### config.mk
export PLATFORM = sky130hd
export DESIGN_NAME = postfix_stream_evaluator_unit_flat
export DESIGN_NICKNAME = d
export VERILOG_FILES = /design/src/hdl/pse_pkg.sv /design/src/hdl/pse_in_if.sv /design/src/hdl/pse_out_if.sv /design/src/hdl/postfix_stream_evaluator_unit.sv /design/src/hdl/pse_stack.sv /design/src/hdl/pse_alu.sv /design/src/flat_wrapper.sv
export VERILOG_INCLUDE_DIRS = /design/src /design/src/hdl
export SDC_FILE = /design/constraint.sdc
export NUM_CORES = 2
export LEC_CHECK = 0
export BUFFER_PORTS_ARGS = -buffer_cell sky130_fd_sc_hd__buf_2
export CORE_UTILIZATION = 35
export CTS_CLUSTER_DIAMETER = 100
export DETAILED_ROUTE_END_ITERATION = 10
export GPL_TIMING_DRIVEN = 0
export PLACE_DENSITY = 0.45
export SYNTH_ARGS = -nofsm -noshare
export SYNTH_HDL_FRONTEND = slang
export SYNTH_HIERARCHICAL = 1
export SYNTH_SLANG_ARGS = --single-unit
### constraint.sdc
create_clock -name clk -period 12.3 [get_ports clk]
set_clock_uncertainty 0.05 [all_clocks]
set_input_delay 1.845 -clock clk [delete_from_list [all_inputs] [get_ports clk]]
set_output_delay 1.845 -clock clk [all_outputs]
set_load 0.02 [all_outputs]
### src/hdl/postfix_stream_evaluator_unit_defines.svh
// ----------------------------------------------------------------------------
// Postfix stream evaluator assertion macros
// Shared concurrent assertion forms used by the evaluator's RTL.
// ----------------------------------------------------------------------------
`ifndef POSTFIX_STREAM_EVALUATOR_UNIT_DEFINES_SVH
`define POSTFIX_STREAM_EVALUATOR_UNIT_DEFINES_SVH

// The condition must hold at every clock edge outside reset.
`define PSE_ASSERT_ALWAYS(label, clk_s, rst_s, expr, msg) \
    label: assert property (@(posedge clk_s) disable iff (!rst_s) (expr)) \
        else $error(msg);

// The consequent must hold in the same cycle as the antecedent.
`define PSE_ASSERT_IMPLY(label, clk_s, rst_s, ante, cons, msg) \
    label: assert property (@(posedge clk_s) disable iff (!rst_s) (ante) |-> (cons)) \
        else $error(msg);

// The consequent must hold in the cycle after the antecedent.
`define PSE_ASSERT_NEXT(label, clk_s, rst_s, ante, cons, msg) \
    label: assert property (@(posedge clk_s) disable iff (!rst_s) (ante) |=> (cons)) \
        else $error(msg);

`endif

### src/hdl/pse_pkg.sv
// ----------------------------------------------------------------------------
// Postfix stream evaluator package
// Defaults, character and status codes, unit opcodes and shared types.
// ----------------------------------------------------------------------------
package pse_pkg;

    localparam int STACK_DEPTH_DEF = 16;
    localparam int VALUE_WIDTH_DEF = 48;
    localparam int FRAC_BITS_DEF   = 16;

    localparam int WHOLE_W   = 32;
    localparam int FRACACC_W = 20;
    localparam int FDIG_W    = 3;
    localparam logic [FDIG_W-1:0] FRAC_DIGITS_MAX = 3'd6;

    localparam logic [7:0] CH_PLUS  = 8'h2B;
    localparam logic [7:0] CH_MINUS = 8'h2D;
    localparam logic [7:0] CH_STAR  = 8'h2A;
    localparam logic [7:0] CH_SLASH = 8'h2F;
    localparam logic [7:0] CH_SPACE = 8'h20;
    localparam logic [7:0] CH_POINT = 8'h2E;
    localparam logic [7:0] CH_ZERO  = 8'h30;
    localparam logic [7:0] CH_NINE  = 8'h39;
    localparam logic [7:0] CH_UP_A  = 8'h41;
    localparam logic [7:0] CH_UP_Z  = 8'h5A;
    localparam logic [7:0] CH_LO_A  = 8'h61;
    localparam logic [7:0] CH_LO_Z  = 8'h7A;

    localparam logic [2:0] ST_OK       = 3'd0;
    localparam logic [2:0] ST_UNDER    = 3'd1;
    localparam logic [2:0] ST_BADCHAR  = 3'd2;
    localparam logic [2:0] ST_DIVZERO  = 3'd3;
    localparam logic [2:0] ST_OVERFLOW = 3'd4;
    localparam logic [2:0] ST_SAT      = 3'd5;

    localparam logic [2:0] OP_ADD  = 3'd0;
    localparam logic [2:0] OP_SUB  = 3'd1;
    localparam logic [2:0] OP_MUL  = 3'd2;
    localparam logic [2:0] OP_DIV  = 3'd3;
    localparam logic [2:0] OP_CONV = 3'd4;

    typedef struct packed {
        logic       start;
        logic [2:0] op;
    } alu_req_t;

    typedef struct packed {
        logic done;
        logic sat;
        logic dz;
    } alu_rsp_t;

    // Keeps the first error of an expression.
    function automatic logic [2:0] raise_err(input logic [2:0] cur, input logic [2:0] code);
        return (cur == ST_OK) ? code : cur;
    endfunction

    function automatic logic [FRACACC_W-1:0] pow10(input logic [FDIG_W-1:0] n);
        logic [FRACACC_W-1:0] r;
        unique case (n)
            3'd1:    r = 20'd10;
            3'd2:    r = 20'd100;
            3'd3:    r = 20'd1000;
            3'd4:    r = 20'd10000;
            3'd5:    r = 20'd100000;
            3'd6:    r = 20'd1000000;
            default: r = 20'd1;
        endcase
        return r;
    endfunction

endpackage

### src/hdl/pse_in_if.sv
// ----------------------------------------------------------------------------
// Postfix stream evaluator input channel
// Carries one character of the expression per transfer.
// ----------------------------------------------------------------------------
interface pse_in_if;
    logic       valid;
    logic       ready;
    logic [7:0] symbol;
    logic       final_req;

    modport source (output valid, output symbol, output final_req, input ready);
    modport sink (input valid, input symbol, input final_req, output ready);
endinterface

### src/hdl/pse_out_if.sv
// ----------------------------------------------------------------------------
// Postfix stream evaluator output channel
// Carries the final value and status of one expression per transfer.
// ----------------------------------------------------------------------------
interface pse_out_if #(
    parameter int VALUE_WIDTH = pse_pkg::VALUE_WIDTH_DEF
);
    logic                          valid;
    logic                          ready;
    logic signed [VALUE_WIDTH-1:0] answer;
    logic [2:0]                    status;

    modport source (output valid, output answer, output status, input ready);
    modport sink (input valid, input answer, input status, output ready);
endinterface

### src/hdl/postfix_stream_evaluator_unit.sv
// ----------------------------------------------------------------------------
// Postfix stream evaluator
// Parses a postfix expression one character per transfer and evaluates it
// in saturating signed fixed point on a stack, returning the top value and
// a sticky status on the last character.
//
//   channel  | dir | payload            | transfer when
//   in_ch    | in  | symbol, final_req  | valid && ready
//   out_ch   | out | answer, status     | valid && ready
//
// A plain character passes from acceptance through the minus check, the
// decode and the end check back to waiting. Closing an open number runs the
// bit-serial divide of the conversion. An operator adds the close check, the
// two stack reads and the start, then the add or subtract, the bit-serial
// multiply or the bit-serial divide. The last character adds the close of
// any open number, any final operator and the read of the top value.
// in_ch.ready is high only while the sequencer waits for a character.
// A pending result waits in the output register; a second one waits in S_OUT2.
// Reset clears all control state; the stack memory needs no clearing.
// ----------------------------------------------------------------------------
`include "postfix_stream_evaluator_unit_defines.svh"

module postfix_stream_evaluator_unit #(
    parameter int STACK_DEPTH = pse_pkg::STACK_DEPTH_DEF,
    parameter int VALUE_WIDTH = pse_pkg::VALUE_WIDTH_DEF,
    parameter int FRAC_BITS   = pse_pkg::FRAC_BITS_DEF
) (
    input logic       clk,
    input logic       rst_n,
    pse_in_if.sink    in_ch,
    pse_out_if.source out_ch
);

    localparam int CW = $clog2(STACK_DEPTH + 1);
    localparam int AW = $clog2(STACK_DEPTH);

    localparam logic [3:0] S_IDLE      = 4'd0;
    localparam logic [3:0] S_PM        = 4'd1;
    localparam logic [3:0] S_MAIN      = 4'd2;
    localparam logic [3:0] S_END       = 4'd3;
    localparam logic [3:0] S_CLOSE     = 4'd4;
    localparam logic [3:0] S_CONV_WAIT = 4'd5;
    localparam logic [3:0] S_POSTCLOSE = 4'd6;
    localparam logic [3:0] S_OPCHK     = 4'd7;
    localparam logic [3:0] S_RDB       = 4'd8;
    localparam logic [3:0] S_RDA       = 4'd9;
    localparam logic [3:0] S_OPWAIT    = 4'd10;
    localparam logic [3:0] S_OUT       = 4'd11;
    localparam logic [3:0] S_OUT2      = 4'd12;

    localparam logic [1:0] PH_PRE  = 2'd0;
    localparam logic [1:0] PH_MAIN = 2'd1;
    localparam logic [1:0] PH_FIN  = 2'd2;

    logic [3:0]                     state_reg, state_next;
    logic [1:0]                     phase_reg, phase_next;
    logic [7:0]                     sym_reg, sym_next;
    logic                           fin_reg, fin_next;
    logic                           op_pend_reg, op_pend_next;
    logic [2:0]                     op_reg, op_next;
    logic [CW-1:0]                  cnt_reg, cnt_next;
    logic [pse_pkg::WHOLE_W-1:0]    whole_reg, whole_next;
    logic [pse_pkg::FRACACC_W-1:0]  frac_reg, frac_next;
    logic [pse_pkg::FDIG_W-1:0]     fdig_reg, fdig_next;
    logic                           open_reg, open_next;
    logic                           neg_reg, neg_next;
    logic                           dot_reg, dot_next;
    logic                           stop_reg, stop_next;
    logic                           pm_reg, pm_next;
    logic [2:0]                     err_reg, err_next;
    logic [VALUE_WIDTH-1:0]         b_reg, b_next;
    logic                           ov_reg, ov_next;
    logic [VALUE_WIDTH-1:0]         ans_reg, ans_next;
    logic [2:0]                     sts_reg, sts_next;

    logic                   is_space, is_digit, is_letter;
    logic [3:0]             dg;
    logic [35:0]            whole_t;
    logic [23:0]            frac_t;
    logic [CW-1:0]          cnt_m1, cnt_m2;
    logic                   full;
    logic [3:0]             route_state;
    logic                   we, re;
    logic [AW-1:0]          waddr, raddr;
    logic [VALUE_WIDTH-1:0] wdata, rdata;
    pse_pkg::alu_req_t      alu_req;
    pse_pkg::alu_rsp_t      alu_rsp;
    logic [VALUE_WIDTH-1:0] alu_result;

    pse_stack #(
        .DEPTH (STACK_DEPTH),
        .WIDTH (VALUE_WIDTH)
    ) u_stack (
        .clk   (clk),
        .we    (we),
        .waddr (waddr),
        .wdata (wdata),
        .re    (re),
        .raddr (raddr),
        .rdata (rdata)
    );

    pse_alu #(
        .VALUE_WIDTH (VALUE_WIDTH),
        .FRAC_BITS   (FRAC_BITS)
    ) u_alu (
        .clk    (clk),
        .rst_n  (rst_n),
        .req    (alu_req),
        .a      (rdata),
        .b      (b_reg),
        .whole  (whole_reg),
        .frac   (frac_reg),
        .fdig   (fdig_reg),
        .neg    (neg_reg),
        .rsp    (alu_rsp),
        .result (alu_result)
    );

    always_ff @(posedge clk or negedge rst_n)
    begin
        if (!rst_n)
        begin
            state_reg   <= S_IDLE;
            phase_reg   <= PH_MAIN;
            op_pend_reg <= 1'b0;
            cnt_reg     <= '0;
            whole_reg   <= '0;
            frac_reg    <= '0;
            fdig_reg    <= '0;
            open_reg    <= 1'b0;
            neg_reg     <= 1'b0;
            dot_reg     <= 1'b0;
            stop_reg    <= 1'b0;
            pm_reg      <= 1'b0;
            err_reg     <= pse_pkg::ST_OK;
            ov_reg      <= 1'b0;
        end
        else
        begin
            state_reg   <= state_next;
            phase_reg   <= phase_next;
            op_pend_reg <= op_pend_next;
            cnt_reg     <= cnt_next;
            whole_reg   <= whole_next;
            frac_reg    <= frac_next;
            fdig_reg    <= fdig_next;
            open_reg    <= open_next;
            neg_reg     <= neg_next;
            dot_reg     <= dot_next;
            stop_reg    <= stop_next;
            pm_reg      <= pm_next;
            err_reg     <= err_next;
            ov_reg      <= ov_next;
        end
    end

    always_ff @(posedge clk)
    begin
        sym_reg <= sym_next;
        fin_reg <= fin_next;
        op_reg  <= op_next;
        b_reg   <= b_next;
        ans_reg <= ans_next;
        sts_reg <= sts_next;
    end

    assign is_space  = (sym_reg == pse_pkg::CH_SPACE);
    assign is_digit  = (sym_reg >= pse_pkg::CH_ZERO) && (sym_reg <= pse_pkg::CH_NINE);
    assign is_letter = ((sym_reg >= pse_pkg::CH_UP_A) && (sym_reg <= pse_pkg::CH_UP_Z))
                    || ((sym_reg >= pse_pkg::CH_LO_A) && (sym_reg <= pse_pkg::CH_LO_Z));
    assign dg        = sym_reg[3:0];

    // Times ten by shift and add; the whole part sticks at all ones.
    assign whole_t = ({4'b0000, whole_reg} << 3) + ({4'b0000, whole_reg} << 1) + 36'(dg);
    assign frac_t  = ({4'b0000, frac_reg} << 3) + ({4'b0000, frac_reg} << 1) + 24'(dg);

    assign cnt_m1 = cnt_reg - CW'(1);
    assign cnt_m2 = cnt_reg - CW'(2);
    assign full   = (cnt_reg >= CW'(STACK_DEPTH));

    // Where the sequencer continues once an operator or token close is done.
    assign route_state = (phase_reg == PH_PRE) ? S_MAIN
                       : (phase_reg == PH_FIN) ? S_OUT : S_END;

    always_comb
    begin
        state_next   = state_reg;
        phase_next   = phase_reg;
        sym_next     = sym_reg;
        fin_next     = fin_reg;
        op_pend_next = op_pend_reg;
        op_next      = op_reg;
        cnt_next     = cnt_reg;
        whole_next   = whole_reg;
        frac_next    = frac_reg;
        fdig_next    = fdig_reg;
        open_next    = open_reg;
        neg_next     = neg_reg;
        dot_next     = dot_reg;
        stop_next    = stop_reg;
        pm_next      = pm_reg;
        err_next     = err_reg;
        b_next       = b_reg;
        ov_next      = ov_reg;
        ans_next     = ans_reg;
        sts_next     = sts_reg;
        we           = 1'b0;
        waddr        = cnt_reg[AW-1:0];
        wdata        = alu_result;
        re           = 1'b0;
        raddr        = cnt_m1[AW-1:0];
        alu_req      = '0;

        if (ov_reg && out_ch.ready)
        begin
            ov_next = 1'b0;
        end

        unique case (state_reg)
            S_IDLE:
            begin
                if (in_ch.valid)
                begin
                    sym_next   = in_ch.symbol;
                    fin_next   = in_ch.final_req;
                    state_next = S_PM;
                end
            end
            S_PM:
            begin
                state_next = S_MAIN;
                if (pm_reg)
                begin
                    pm_next = 1'b0;
                    if (is_space)
                    begin
                        op_next      = pse_pkg::OP_SUB;
                        op_pend_next = 1'b1;
                        phase_next   = PH_PRE;
                        state_next   = S_CLOSE;
                    end
                    else if (!open_reg)
                    begin
                        open_next = 1'b1;
                        neg_next  = 1'b1;
                        dot_next  = 1'b0;
                        stop_next = 1'b0;
                    end
                    else
                    begin
                        stop_next = 1'b1;
                    end
                end
            end
            S_MAIN:
            begin
                phase_next = PH_MAIN;
                state_next = S_END;
                if (is_space)
                begin
                    op_pend_next = 1'b0;
                    state_next   = S_CLOSE;
                end
                else if ((sym_reg == pse_pkg::CH_PLUS) || (sym_reg == pse_pkg::CH_STAR)
                         || (sym_reg == pse_pkg::CH_SLASH)
                         || ((sym_reg == pse_pkg::CH_MINUS) && fin_reg))
                begin
                    op_pend_next = 1'b1;
                    state_next   = S_CLOSE;
                    if (sym_reg == pse_pkg::CH_PLUS)
                    begin
                        op_next = pse_pkg::OP_ADD;
                    end
                    else if (sym_reg == pse_pkg::CH_STAR)
                    begin
                        op_next = pse_pkg::OP_MUL;
                    end
                    else if (sym_reg == pse_pkg::CH_SLASH)
                    begin
                        op_next = pse_pkg::OP_DIV;
                    end
                    else
                    begin
                        op_next = pse_pkg::OP_SUB;
                    end
                end
                else if (sym_reg == pse_pkg::CH_MINUS)
                begin
                    pm_next = 1'b1;
                end
                else if (is_digit)
                begin
                    open_next = 1'b1;
                    if (!stop_reg)
                    begin
                        if (!dot_reg)
                        begin
                            whole_next = (|whole_t[35:32]) ? '1 : whole_t[31:0];
                        end
                        else if (fdig_reg < pse_pkg::FRAC_DIGITS_MAX)
                        begin
                            frac_next = frac_t[pse_pkg::FRACACC_W-1:0];
                            fdig_next = fdig_reg + pse_pkg::FDIG_W'(1);
                        end
                    end
                end
                else if (sym_reg == pse_pkg::CH_POINT)
                begin
                    open_next = 1'b1;
                    if (dot_reg)
                    begin
                        stop_next = 1'b1;
                    end
                    else
                    begin
                        dot_next = 1'b1;
                    end
                end
                else if (is_letter)
                begin
                    open_next = 1'b1;
                    stop_next = 1'b1;
                    err_next  = pse_pkg::raise_err(err_reg, pse_pkg::ST_BADCHAR);
                end
                else
                begin
                    err_next = pse_pkg::raise_err(err_reg, pse_pkg::ST_BADCHAR);
                end
            end
            S_END:
            begin
                if (fin_reg)
                begin
                    phase_next   = PH_FIN;
                    op_pend_next = 1'b0;
                    state_next   = S_CLOSE;
                end
                else
                begin
                    state_next = S_IDLE;
                end
            end
            S_CLOSE:
            begin
                if (open_reg)
                begin
                    alu_req.start = 1'b1;
                    alu_req.op    = pse_pkg::OP_CONV;
                    state_next    = S_CONV_WAIT;
                end
                else
                begin
                    state_next = S_POSTCLOSE;
                end
            end
            S_CONV_WAIT:
            begin
                if (alu_rsp.done)
                begin
                    err_next = pse_pkg::raise_err(
                        pse_pkg::raise_err(err_reg,
                            alu_rsp.sat ? pse_pkg::ST_SAT : pse_pkg::ST_OK),
                        full ? pse_pkg::ST_OVERFLOW : pse_pkg::ST_OK);
                    if (!full)
                    begin
                        we       = 1'b1;
                        cnt_next = cnt_reg + CW'(1);
                    end
                    whole_next = '0;
                    frac_next  = '0;
                    fdig_next  = '0;
                    open_next  = 1'b0;
                    neg_next   = 1'b0;
                    dot_next   = 1'b0;
                    stop_next  = 1'b0;
                    state_next = S_POSTCLOSE;
                end
            end
            S_POSTCLOSE:
            begin
                state_next = op_pend_reg ? S_OPCHK : route_state;
            end
            S_OPCHK:
            begin
                if (cnt_reg < CW'(2))
                begin
                    err_next     = pse_pkg::raise_err(err_reg, pse_pkg::ST_UNDER);
                    op_pend_next = 1'b0;
                    state_next   = route_state;
                end
                else
                begin
                    re         = 1'b1;
                    state_next = S_RDB;
                end
            end
            S_RDB:
            begin
                // The right operand arrives first, then the left one is read.
                b_next     = rdata;
                re         = 1'b1;
                raddr      = cnt_m2[AW-1:0];
                state_next = S_RDA;
            end
            S_RDA:
            begin
                alu_req.start = 1'b1;
                alu_req.op    = op_reg;
                state_next    = S_OPWAIT;
            end
            S_OPWAIT:
            begin
                if (alu_rsp.done)
                begin
                    if (alu_rsp.dz)
                    begin
                        err_next = pse_pkg::raise_err(err_reg, pse_pkg::ST_DIVZERO);
                    end
                    else if (alu_rsp.sat)
                    begin
                        err_next = pse_pkg::raise_err(err_reg, pse_pkg::ST_SAT);
                    end
                    we           = 1'b1;
                    waddr        = cnt_m2[AW-1:0];
                    cnt_next     = cnt_m1;
                    op_pend_next = 1'b0;
                    state_next   = route_state;
                end
            end
            S_OUT:
            begin
                re         = 1'b1;
                state_next = S_OUT2;
            end
            S_OUT2:
            begin
                if (!ov_reg)
                begin
                    ans_next   = (cnt_reg == '0) ? '0 : rdata;
                    sts_next   = pse_pkg::raise_err(err_reg,
                        (cnt_reg == '0) ? pse_pkg::ST_UNDER : pse_pkg::ST_OK);
                    ov_next    = 1'b1;
                    cnt_next   = '0;
                    whole_next = '0;
                    frac_next  = '0;
                    fdig_next  = '0;
                    open_next  = 1'b0;
                    neg_next   = 1'b0;
                    dot_next   = 1'b0;
                    stop_next  = 1'b0;
                    pm_next    = 1'b0;
                    err_next   = pse_pkg::ST_OK;
                    phase_next = PH_MAIN;
                    state_next = S_IDLE;
                end
            end
            default:
            begin
                state_next = S_IDLE;
            end
        endcase
    end

    assign in_ch.ready   = (state_reg == S_IDLE);
    assign out_ch.valid  = ov_reg;
    assign out_ch.answer = ans_reg;
    assign out_ch.status = sts_reg;

    `PSE_ASSERT_ALWAYS(a_cnt_range, clk, rst_n, cnt_reg <= CW'(STACK_DEPTH), "stack count beyond depth")
    `PSE_ASSERT_IMPLY(a_alu_done_wait, clk, rst_n, alu_rsp.done, (state_reg == S_CONV_WAIT) || (state_reg == S_OPWAIT), "arithmetic result with no waiting sequencer")
    `PSE_ASSERT_NEXT(a_out_clears, clk, rst_n, (state_reg == S_OUT2) && !ov_reg, (cnt_reg == '0) && ov_reg && (err_reg == pse_pkg::ST_OK), "expression state not cleared after result")

endmodule

### src/hdl/pse_stack.sv
// ----------------------------------------------------------------------------
// Postfix stream evaluator value stack
// Single write port, single read port memory with registered read data.
// ----------------------------------------------------------------------------
module pse_stack #(
    parameter int DEPTH = pse_pkg::STACK_DEPTH_DEF,
    parameter int WIDTH = pse_pkg::VALUE_WIDTH_DEF
) (
    input  logic                     clk,
    input  logic                     we,
    input  logic [$clog2(DEPTH)-1:0] waddr,
    input  logic [WIDTH-1:0]         wdata,
    input  logic                     re,
    input  logic [$clog2(DEPTH)-1:0] raddr,
    output logic [WIDTH-1:0]         rdata
);

    logic [WIDTH-1:0] mem [DEPTH];
    logic [WIDTH-1:0] rdata_reg;

    always_ff @(posedge clk)
    begin
        if (we)
        begin
            mem[waddr] <= wdata;
        end
        if (re)
        begin
            rdata_reg <= mem[raddr];
        end
    end

    assign rdata = rdata_reg;

endmodule

### src/hdl/pse_alu.sv
// ----------------------------------------------------------------------------
// Postfix stream evaluator arithmetic unit
// Shared add/subtract datapath stepped for multiply, divide and number
// conversion, with saturation to the signed fixed-point range.
// ----------------------------------------------------------------------------
module pse_alu #(
    parameter int VALUE_WIDTH = pse_pkg::VALUE_WIDTH_DEF,
    parameter int FRAC_BITS   = pse_pkg::FRAC_BITS_DEF
) (
    input  logic                                clk,
    input  logic                                rst_n,
    input  pse_pkg::alu_req_t                   req,
    input  logic signed [VALUE_WIDTH-1:0]       a,
    input  logic signed [VALUE_WIDTH-1:0]       b,
    input  logic [pse_pkg::WHOLE_W-1:0]         whole,
    input  logic [pse_pkg::FRACACC_W-1:0]       frac,
    input  logic [pse_pkg::FDIG_W-1:0]          fdig,
    input  logic                                neg,
    output pse_pkg::alu_rsp_t                   rsp,
    output logic signed [VALUE_WIDTH-1:0]       result
);

    localparam int MW = (VALUE_WIDTH > 22) ? VALUE_WIDTH : 22;
    localparam int NW = MW + FRAC_BITS;
    localparam int PW = 2 * MW + FRAC_BITS;
    localparam int KW = $clog2(NW + 1);

    localparam logic [1:0] A_IDLE = 2'd0;
    localparam logic [1:0] A_ITER = 2'd1;
    localparam logic [1:0] A_SUM  = 2'd2;
    localparam logic [1:0] A_PACK = 2'd3;

    localparam logic [VALUE_WIDTH-1:0] VMAX = {1'b0, {(VALUE_WIDTH-1){1'b1}}};
    localparam logic [VALUE_WIDTH-1:0] VMIN = {1'b1, {(VALUE_WIDTH-1){1'b0}}};

    logic [1:0]                    state_reg, state_next;
    logic [2:0]                    op_reg, op_next;
    logic [KW-1:0]                 cnt_reg, cnt_next;
    logic                          neg_reg, neg_next;
    logic                          dz_reg, dz_next;
    logic [VALUE_WIDTH-1:0]        a_reg, a_next;
    logic [VALUE_WIDTH-1:0]        b_reg, b_next;
    logic [pse_pkg::WHOLE_W-1:0]   whole_reg, whole_next;
    logic [MW-1:0]                 opnd_reg, opnd_next;
    logic [MW:0]                   hi_reg, hi_next;
    logic [NW-1:0]                 lo_reg, lo_next;
    logic [PW-1:0]                 mag_reg, mag_next;

    logic [VALUE_WIDTH-1:0] mag_a, mag_b;
    logic [MW:0]            add_in;
    logic [MW:0]            add_sum;
    logic [MW+1:0]          sub_diff;
    logic                   ge;
    logic [MW:0]            mul_hi;
    logic [2*MW-1:0]        prod;
    logic [VALUE_WIDTH:0]   as_sum;
    logic                   hi_nz;
    logic                   pack_sat;
    logic [VALUE_WIDTH-1:0] pack_val;

    always_ff @(posedge clk or negedge rst_n)
    begin
        if (!rst_n)
        begin
            state_reg <= A_IDLE;
        end
        else
        begin
            state_reg <= state_next;
        end
    end

    always_ff @(posedge clk)
    begin
        op_reg    <= op_next;
        cnt_reg   <= cnt_next;
        neg_reg   <= neg_next;
        dz_reg    <= dz_next;
        a_reg     <= a_next;
        b_reg     <= b_next;
        whole_reg <= whole_next;
        opnd_reg  <= opnd_next;
        hi_reg    <= hi_next;
        lo_reg    <= lo_next;
        mag_reg   <= mag_next;
    end

    assign mag_a = a[VALUE_WIDTH-1] ? (VALUE_WIDTH'(0) - a) : a;
    assign mag_b = b[VALUE_WIDTH-1] ? (VALUE_WIDTH'(0) - b) : b;

    // The iteration datapath: multiply adds the multiplicand into the upper product,
    // divide and conversion trial-subtract the divisor from the shifted remainder.
    assign add_in   = (op_reg == pse_pkg::OP_MUL) ? {1'b0, hi_reg[MW-1:0]}
                                                  : {hi_reg[MW-1:0], lo_reg[NW-1]};
    assign add_sum  = add_in + {1'b0, opnd_reg};
    assign sub_diff = {1'b0, add_in} - {2'b00, opnd_reg};
    assign ge       = !sub_diff[MW+1];
    assign mul_hi   = lo_reg[0] ? add_sum : add_in;
    assign prod     = {hi_reg[MW-1:0], lo_reg[MW-1:0]};

    assign as_sum = (op_reg == pse_pkg::OP_SUB)
                  ? ({a_reg[VALUE_WIDTH-1], a_reg} - {b_reg[VALUE_WIDTH-1], b_reg})
                  : ({a_reg[VALUE_WIDTH-1], a_reg} + {b_reg[VALUE_WIDTH-1], b_reg});

    assign hi_nz = |mag_reg[PW-1:VALUE_WIDTH];

    always_comb
    begin
        pack_sat = 1'b0;
        pack_val = '0;
        if ((op_reg == pse_pkg::OP_ADD) || (op_reg == pse_pkg::OP_SUB))
        begin
            pack_sat = as_sum[VALUE_WIDTH] ^ as_sum[VALUE_WIDTH-1];
            if (pack_sat)
            begin
                pack_val = as_sum[VALUE_WIDTH] ? VMIN : VMAX;
            end
            else
            begin
                pack_val = as_sum[VALUE_WIDTH-1:0];
            end
        end
        else if (dz_reg)
        begin
            pack_val = a_reg[VALUE_WIDTH-1] ? VMIN : VMAX;
        end
        else if (neg_reg)
        begin
            pack_sat = hi_nz || (mag_reg[VALUE_WIDTH-1] && (|mag_reg[VALUE_WIDTH-2:0]));
            pack_val = pack_sat ? VMIN : (VALUE_WIDTH'(0) - mag_reg[VALUE_WIDTH-1:0]);
        end
        else
        begin
            pack_sat = hi_nz || mag_reg[VALUE_WIDTH-1];
            pack_val = pack_sat ? VMAX : mag_reg[VALUE_WIDTH-1:0];
        end
    end

    always_comb
    begin
        state_next = state_reg;
        op_next    = op_reg;
        cnt_next   = cnt_reg;
        neg_next   = neg_reg;
        dz_next    = dz_reg;
        a_next     = a_reg;
        b_next     = b_reg;
        whole_next = whole_reg;
        opnd_next  = opnd_reg;
        hi_next    = hi_reg;
        lo_next    = lo_reg;
        mag_next   = mag_reg;

        unique case (state_reg)
            A_IDLE:
            begin
                if (req.start)
                begin
                    op_next    = req.op;
                    a_next     = a;
                    b_next     = b;
                    whole_next = whole;
                    dz_next    = 1'b0;
                    hi_next    = '0;
                    neg_next   = a[VALUE_WIDTH-1] ^ b[VALUE_WIDTH-1];
                    unique case (req.op)
                        pse_pkg::OP_MUL:
                        begin
                            opnd_next  = MW'(mag_a);
                            lo_next    = NW'(mag_b);
                            cnt_next   = KW'(MW);
                            state_next = A_ITER;
                        end
                        pse_pkg::OP_DIV:
                        begin
                            opnd_next = MW'(mag_b);
                            lo_next   = NW'(mag_a) << FRAC_BITS;
                            cnt_next  = KW'(NW);
                            if (b == '0)
                            begin
                                dz_next    = 1'b1;
                                state_next = A_PACK;
                            end
                            else
                            begin
                                state_next = A_ITER;
                            end
                        end
                        pse_pkg::OP_CONV:
                        begin
                            neg_next   = neg;
                            opnd_next  = MW'(pse_pkg::pow10(fdig));
                            lo_next    = (NW'(frac) << FRAC_BITS)
                                       + NW'(pse_pkg::pow10(fdig) >> 1);
                            cnt_next   = KW'(NW);
                            state_next = A_ITER;
                        end
                        default:
                        begin
                            state_next = A_PACK;
                        end
                    endcase
                end
            end
            A_ITER:
            begin
                if (op_reg == pse_pkg::OP_MUL)
                begin
                    hi_next            = {1'b0, mul_hi[MW:1]};
                    lo_next[MW-1:0]    = {mul_hi[0], lo_reg[MW-1:1]};
                end
                else
                begin
                    hi_next = ge ? sub_diff[MW:0] : add_in;
                    lo_next = {lo_reg[NW-2:0], ge};
                end
                cnt_next = cnt_reg - KW'(1);
                if (cnt_reg == KW'(1))
                begin
                    state_next = A_SUM;
                end
            end
            A_SUM:
            begin
                if (op_reg == pse_pkg::OP_MUL)
                begin
                    mag_next = PW'(prod >> FRAC_BITS);
                end
                else if (op_reg == pse_pkg::OP_CONV)
                begin
                    mag_next = (PW'(whole_reg) << FRAC_BITS) + PW'(lo_reg);
                end
                else
                begin
                    mag_next = PW'(lo_reg);
                end
                state_next = A_PACK;
            end
            A_PACK:
            begin
                state_next = A_IDLE;
            end
            default:
            begin
                state_next = A_IDLE;
            end
        endcase
    end

    assign rsp.done = (state_reg == A_PACK);
    assign rsp.sat  = (state_reg == A_PACK) && pack_sat;
    assign rsp.dz   = (state_reg == A_PACK) && dz_reg
                    && (op_reg == pse_pkg::OP_DIV);
    assign result   = pack_val;

endmodule
### src/flat_wrapper.sv
// flat-port wrapper written by rule: the top's interface ports become plain ports
module postfix_stream_evaluator_unit_flat 
#(
    parameter int STACK_DEPTH = pse_pkg::STACK_DEPTH_DEF,
    parameter int VALUE_WIDTH = pse_pkg::VALUE_WIDTH_DEF,
    parameter int FRAC_BITS   = pse_pkg::FRAC_BITS_DEF
)
  (clk, rst_n, in_ch_valid, in_ch_symbol, in_ch_final_req, in_ch_ready, out_ch_valid, out_ch_answer, out_ch_status, out_ch_ready);
  pse_in_if in_ch_i ();
  pse_out_if #(.VALUE_WIDTH(VALUE_WIDTH)) out_ch_i ();
  input logic clk;
  input logic rst_n;
  input wire logic [$bits(in_ch_i.valid)-1:0] in_ch_valid;
  input wire logic [$bits(in_ch_i.symbol)-1:0] in_ch_symbol;
  input wire logic [$bits(in_ch_i.final_req)-1:0] in_ch_final_req;
  output wire logic [$bits(in_ch_i.ready)-1:0] in_ch_ready;
  output wire logic [$bits(out_ch_i.valid)-1:0] out_ch_valid;
  output wire logic [$bits(out_ch_i.answer)-1:0] out_ch_answer;
  output wire logic [$bits(out_ch_i.status)-1:0] out_ch_status;
  input wire logic [$bits(out_ch_i.ready)-1:0] out_ch_ready;
  assign in_ch_i.valid = in_ch_valid;
  assign in_ch_i.symbol = in_ch_symbol;
  assign in_ch_i.final_req = in_ch_final_req;
  assign in_ch_ready = in_ch_i.ready;
  assign out_ch_valid = out_ch_i.valid;
  assign out_ch_answer = out_ch_i.answer;
  assign out_ch_status = out_ch_i.status;
  assign out_ch_i.ready = out_ch_ready;
  postfix_stream_evaluator_unit #(.STACK_DEPTH(STACK_DEPTH), .VALUE_WIDTH(VALUE_WIDTH), .FRAC_BITS(FRAC_BITS)) u_core (.clk(clk), .rst_n(rst_n), .in_ch(in_ch_i), .out_ch(out_ch_i));
endmodule
After elaboration in Yosys (flattened, before gate mapping)
Memory sizes are Yosys's and may differ from the RTL's. A register that Yosys moved wholly into a read port is not among the register bits. Index checks and enable logic that the tools add are counted.

Bits in registers: 601. Bits in writable memories: 768. Memories kept: 1.

Add/subtract/negate cells: 18. $lt $le $gt $ge: 9. Equal/unequal tests: 74. Muxes and demuxes: 187. Bitwise operators: 4. Reduce and logical (&&, ||, !) cells: 65.

Memory list: u_core.u_stack.mem (words 16, bits a word 48, read ports 1, clocked after memory_dff 1, wr ports 1, line pse_stack.sv:18) `logic [WIDTH-1:0] mem [DEPTH];`.

Operators by type and width (count): 2-to-1 mux 48 bit (14); 2-to-1 mux 32 bit (9); 2-to-1 mux 20 bit (12); case mux 64 bit (3 select lines) (1); 2-to-1 mux 49 bit (3); case mux 48 bit (3 select lines) (1); subtractor 1 x 48 -> 48 bit, first input constant (3); case mux 64 bit (2 select lines) (1); case mux 20 bit (6 select lines) (1); 2-to-1 mux 3 bit (37); case mux 32 bit (3 select lines) (1); case mux 48 bit (2 select lines) (1); 2-to-1 mux 80 bit (1); adder 48 x 64 -> 65 bit (1); 2-to-1 mux 65 bit (1); 2-to-1 mux 64 bit (1); OR reduction 64 bit (1); case mux 20 bit (3 select lines) (1); 2-to-1 mux 4 bit (14); 2-to-1 mux 1 bit (54); case mux 4 bit (13 select lines) (1); subtractor 49 x 48 -> 50 bit (1); adder 48 x 48 -> 49 bit (1); adder 49 x 48 -> 49 bit (1); other kinds (78) (195).

Longest topological paths before layout
Depth in word-level cells: 13. Gate-level depth with buffers: 29. Gate-level depth less buffers: 28.

Cells and area by module
Netlist, hierarchy kept.

By module, submodules not included: pse_alu (instances 1, cells an instance 3795, area each 32200.9 sq um, seq. area each 11461.0 sq um); pse_stack (instances 1, cells an instance 1242, area each 30171.4 sq um, seq. area each 24503.5 sq um); postfix_stream_evaluator_unit (instances 1, cells an instance 1036, area each 10774.1 sq um, seq. area each 5206.2 sq um).

Worst setup path after synthesis
Ideal clock, no wire load.

Path kind: reg2reg. From: reg u_core.state_reg[1]. To: reg u_core.u_stack.rdata_reg[26] (netlist: u_core/u_stack/rdata[26]) (read register of u_core.u_stack.mem) (data pin). Library setup time: 132 ps. Arrival time: 6413 ps. Required time: 12118 ps. Setup slack: 5706 ps. Cell stages (with the launch flop): 11. Buffers on the path: 4. Period minus slack after synthesis: 6594 ps. Cells stage by stage: dfrtp_1 > clkbuf_1 > clkbuf_1 > nor3_1 > o21ai_0 > xnor2_1 > nor2b_1 > clkbuf_1 > clkbuf_1 > a22oi_1 > nand2_1.

RTL lines: from (decl) (line postfix_stream_evaluator_unit.sv:55) `logic [3:0] state_reg, state_next;`; from (signal assigned) (line postfix_stream_evaluator_unit.sv:141) `state_reg <= state_next;`; equality test 4 bit (line postfix_stream_evaluator_unit.sv:220) `unique case (state_reg)`; 2-to-1 mux 4 bit (line postfix_stream_evaluator_unit.sv:220); via u_core.raddr[3] (line postfix_stream_evaluator_unit.sv:84) `logic [AW-1:0] waddr, raddr;`; to (decl) (line pse_stack.sv:19) `logic [WIDTH-1:0] rdata_reg;`.

The timed path passes the listed nets, and every way through them passes these cells. A chain may end at the register's enable or synchronous reset.

Worst setup path in the final report
From: reg u_core.u_alu.b_reg[0]. To: mem u_core/u_stack/mem[15][39] in the netlist's numbering (data pin).

Word-level cells in the longest chain between the ends: 5.

RTL lines: from (decl) (line pse_alu.sv:42) `logic [VALUE_WIDTH-1:0] b_reg, b_next;`; from (signal assigned) (line pse_alu.sv:80) `b_reg <= b_next;`; adder 48 x 48 -> 49 bit or subtractor 48 x 48 -> 49 bit (tied branches) (line pse_alu.sv:103, pse_alu.sv:102); 2-to-1 mux 49 bit * (line pse_alu.sv:102) `? ({a_reg[VALUE_WIDTH-1], a_reg} - {b_reg[VALUE_WIDTH-1], b_reg})`; 2-to-1 mux 48 bit or bitwise XOR 1 bit (tied branches) (line pse_alu.sv:116, pse_alu.sv:113); 2-to-1 mux 48 bit * (line pse_alu.sv:114) `if (pack_sat)`; 2-to-1 mux 48 bit * (line pse_alu.sv:111) `if ((op_reg == pse_pkg::OP_ADD) || (op_reg == pse_pkg::OP_SUB))`; via u_core.alu_result[39] (line postfix_stream_evaluator_unit.sv:88) `logic [VALUE_WIDTH-1:0] alu_result;`; to (decl) (line pse_stack.sv:18).

Mark *: on every way through the listed nets, which the timed path passes. The rest lies on a longest branch.

==> impl_metrics.yaml <==
status:
  outcome: "complete, no violations"
worst_setup_path:
  path_class: "register to register"
  crit_start: "u_core/u_alu/b_reg[0]"
  crit_chain: "inv_1 -> ha_1 -> or4b_2 -> nor4_1 -> nand2_1 -> nor4_1 -> nand2_1 -> o21ai_0 -> xor2_1 -> ha_1 -> clkbuf_1 -> nand4_1 -> nor4_1 -> a21boi_0 -> o21ai_0 -> a21oi_1 -> xor2_1 -> and2_1 -> a21o_1 -> inv_2 -> clkbuf_1 -> o211ai_1"
  crit_arrival_ps: 10650
  max_stage_delay_ps: 1160
  cp.depth: 22
  critPathCaptureType: "register"
  slowest_stage: "o211ai_1"
  crit_family: "simple AND/OR/NAND/NOR gates"
  r2r_cells: 22
  path_buf_inv: 4
  r2r_slack_ps: 2010
  r2r-end: "u_core/u_stack/mem[15][39]"
  path_max_fanout: 16
  timing.rr.start: "u_core/u_alu/b_reg[0]"
  crit_top_cell: "nor4_1"
  endpoint: "u_core/u_stack/mem[15][39]"
  critPathRequiredTime_ps: 12650
  cp-start-kind: "register"
clock_network:
  clock-root-buffer: "clkbuf_16"
  cts_made_buffers: 157
  cts.repair_timing.setup_buffer_count: 0
  cts_tree: "built"
  ctsHoldBuffers: 0
  cts.repair.resized: 0
  cts_sinks: 1384
  htree_levels: 4
  path_clk_slew_ps: 60
  clk_latency_ps: 810
  clockBufferDepth: 3
floorplan:
  core_um2: 207000
  design.portCount: 66
  row_count: 167
  dieArea_um2: 211000
  die_w_um: 459
  start_util_pct: 35.3
  die_y_um: 459
global_route:
  grt_first_pass_wirelength_um: 379000
  antenna_found_initial: 17
  grt_max_degree: 73
  grt.busiest_layer: "met2"
  grt-ovfl-total: 0
  grt_use_met1_pct: 34.7
  grt_pass1_vias: 51946
  gr-usage-met2_pct: 40.3
  track_usage_pct: 24.9
  use_met3_pct: 3.00
yosys:
  synth_edf_count: 1306
  seq_area_frac_synth_pct: 56.3
  ys_top_cells_by_count: "1306 x edfxtp_1, 660 x nand2_1, 393 x nor2_1"
  synth_top_area_share_pct: 53.6
  yosys.area.top_type: "edfxtp_1"
  synth_ff_type: "edfxtp_1"
  syn-cell-area_um2: 73100
  synthTopCellsByArea: "edfxtp_1 54%, mux4_2 5.9%, ha_1 5.0%, nand2_1 3.4%, dfrtp_1 2.6%"
  ys_ff_latch: 1384
  syn-instance-count: 6073
  syn_nets: 6388
  syn_avg_cell_area_um2: 12.0
  async_flop_share_pct: 5.64
  yosys_warnings: 6
  yosysUniqueCellTypes: 98
  synth_most_common_cell: "edfxtp_1"
min_path:
  hold_class: "register to register"
  min_path_cells: 0
sta:
  final_hold_viol_count: 0
  slew-limit-headroom_pct: 5.90
  setup_viol: 0
  fmax_mhz: 97.2
  finalCritPeriodShare_pct: 83.7
  min_period_ps: 10290
  rsz0062_at_grt: "no"
  maxSlewViolCount: 0
  worst_slew_pin_slew_ps: 1400
  fin_setup_tns_ps: 0
route:
  post_drt_wl_per_cell_um: 28.6
  firstDrtPassIters: 6
  vias: 53248
  totalWireLength_um: 267000
  vias_per_cell: 5.72
  drc: 0
  detail-route-antenna-nets: 0
  drt_first_iter_violations: 5467
cells_and_area:
  design_area_um2: 83800
  drive_above_1_share_pct: 10.8
  fin_cells: 9313
  largest_register_ffs: 768
  nNetsFinal: 6706
  syn2layout_area_growth_pct: 14.5
  seq_area_um2: 41200
  multi_input_area_um2: 30200
  fillers: 19931
place:
  place_congestion: 0.954
  port-buffer-count: 65
  dp.cells: 9002
  hpwl_um: 202000
  placed_cell_area_um2: 78400
flow_run:
  drv_cap: 0
power_and_ir_drop:
  totalPowerFinal_w: 0.0194
  vdd_drop_max_v: 0.000158
  p_per_area_nw_per_um2: 231
  p_leak_nw: 29.4
-- cells in the final DEF, fill, tap and decap left out, types with 47 or more instances in the layout --
cell          n
a211oi_1     53
a21o_1      105
a21oi_1     351
a22oi_1     127
a31oi_1      84
buf_2        74
clkbuf_1    274
clkbuf_16   159
dfrtp_1      77
edfxtp_1   1306
ha_1        292
inv_1       164
mux4_2      192
nand2_1     659
nand3_1      82
nor2_1      379
nor2b_1      96
nor3_1      132
nor4_1       47
o211ai_1     81
o21ai_0     337
o22ai_1      80
o31ai_1      62
xnor2_1     186
xor2_1      200
-- final cells by class --
cell class	instances	area share, %
Antenna cell	5	0.0149
Inverter	172	0.777
Timing Repair Buffer	159	2.02
Tap cell	2788	4.16
Sequential cell	1384	49.2
Buffer	310	1.54
Clock buffer	195	4.95
Clock inverter	93	1.28
Multi-Input combinational cell	4207	36.1
-- stage by stage --
stage	hold WS, ps	worst slack [ps]	util [%]
floorplan	402	5710	-
global placement	446	85.0	37.1
detailed placement	446	2120	37.8
CTS	467	2160	40.3
global route	479	1660	40.4
finish	466	2010	40.4
-- routing by layer --
metal | up-vias | wire, µm
met5 | - | 18
met4 | 2 | 9070
met3 | 348 | 14900
met2 | 1864 | 125000
met1 | 27170 | 118000
li1 | 23864 | -
-- worst min-delay path by stage --
| stage | slack, ps | from | end |
|---|---|---|---|
| CTS | 470 | u_core/b_reg[31] | u_core/u_alu/b_reg[31] |
| finish | 470 | u_core/b_reg[31] | u_core/u_alu/b_reg[31] |
| detailed placement | 450 | u_core/b_reg[29] | u_core/u_alu/b_reg[29] |
| floorplan | 400 | u_core/b_reg[1] | u_core/u_alu/b_reg[1] |
| global placement | 450 | u_core/b_reg[25] | u_core/u_alu/b_reg[25] |
| global route | 480 | u_core/b_reg[29] | u_core/u_alu/b_reg[29] |
-- worst register-to-register path, stage by stage (launching register included) --
cell and delay, ps:
edfxtp_1 460, inv_1 90, ha_1 190, or4b_2 650
nor4_1 1050, nand2_1 240, nor4_1 1120, nand2_1 100
o21ai_0 250, xor2_1 380, ha_1 180, clkbuf_1 320
nand4_1 160, nor4_1 900, a21boi_0 780, o21ai_0 290
a21oi_1 220, xor2_1 220, and2_1 270, a21o_1 300
inv_2 190, clkbuf_1 360, o211ai_1 1160
-- logic make-up (layout without fill, tap and decap cells) --
group / count (synthesis) / in the layout / share of synthesized area (%)
and+or+nand+nor: 1728 / 1728 / 11.0
AOI/OAI and AO/OA: 1568 / 1568 / 13.8
DFF: 1384 / 1384 / 56.3
buffers and inverters: 482 / 929 / 2.65
xor gates and xnor gates: 386 / 386 / 4.62
adders and majority gates: 302 / 302 / 5.26
muxes: 223 / 223 / 6.35
other: 0 / 5 / 0
-- where the power goes --
part           internal [W]  switching [W]  total, W  leakage (nW)
registers           0.00616       0.000700   0.00686          12.9
logic               0.00278        0.00500   0.00778          14.0
clock network       0.00272        0.00202   0.00474          2.52
total                0.0117        0.00772    0.0194          29.4
(Power assumes the default switching activity.)
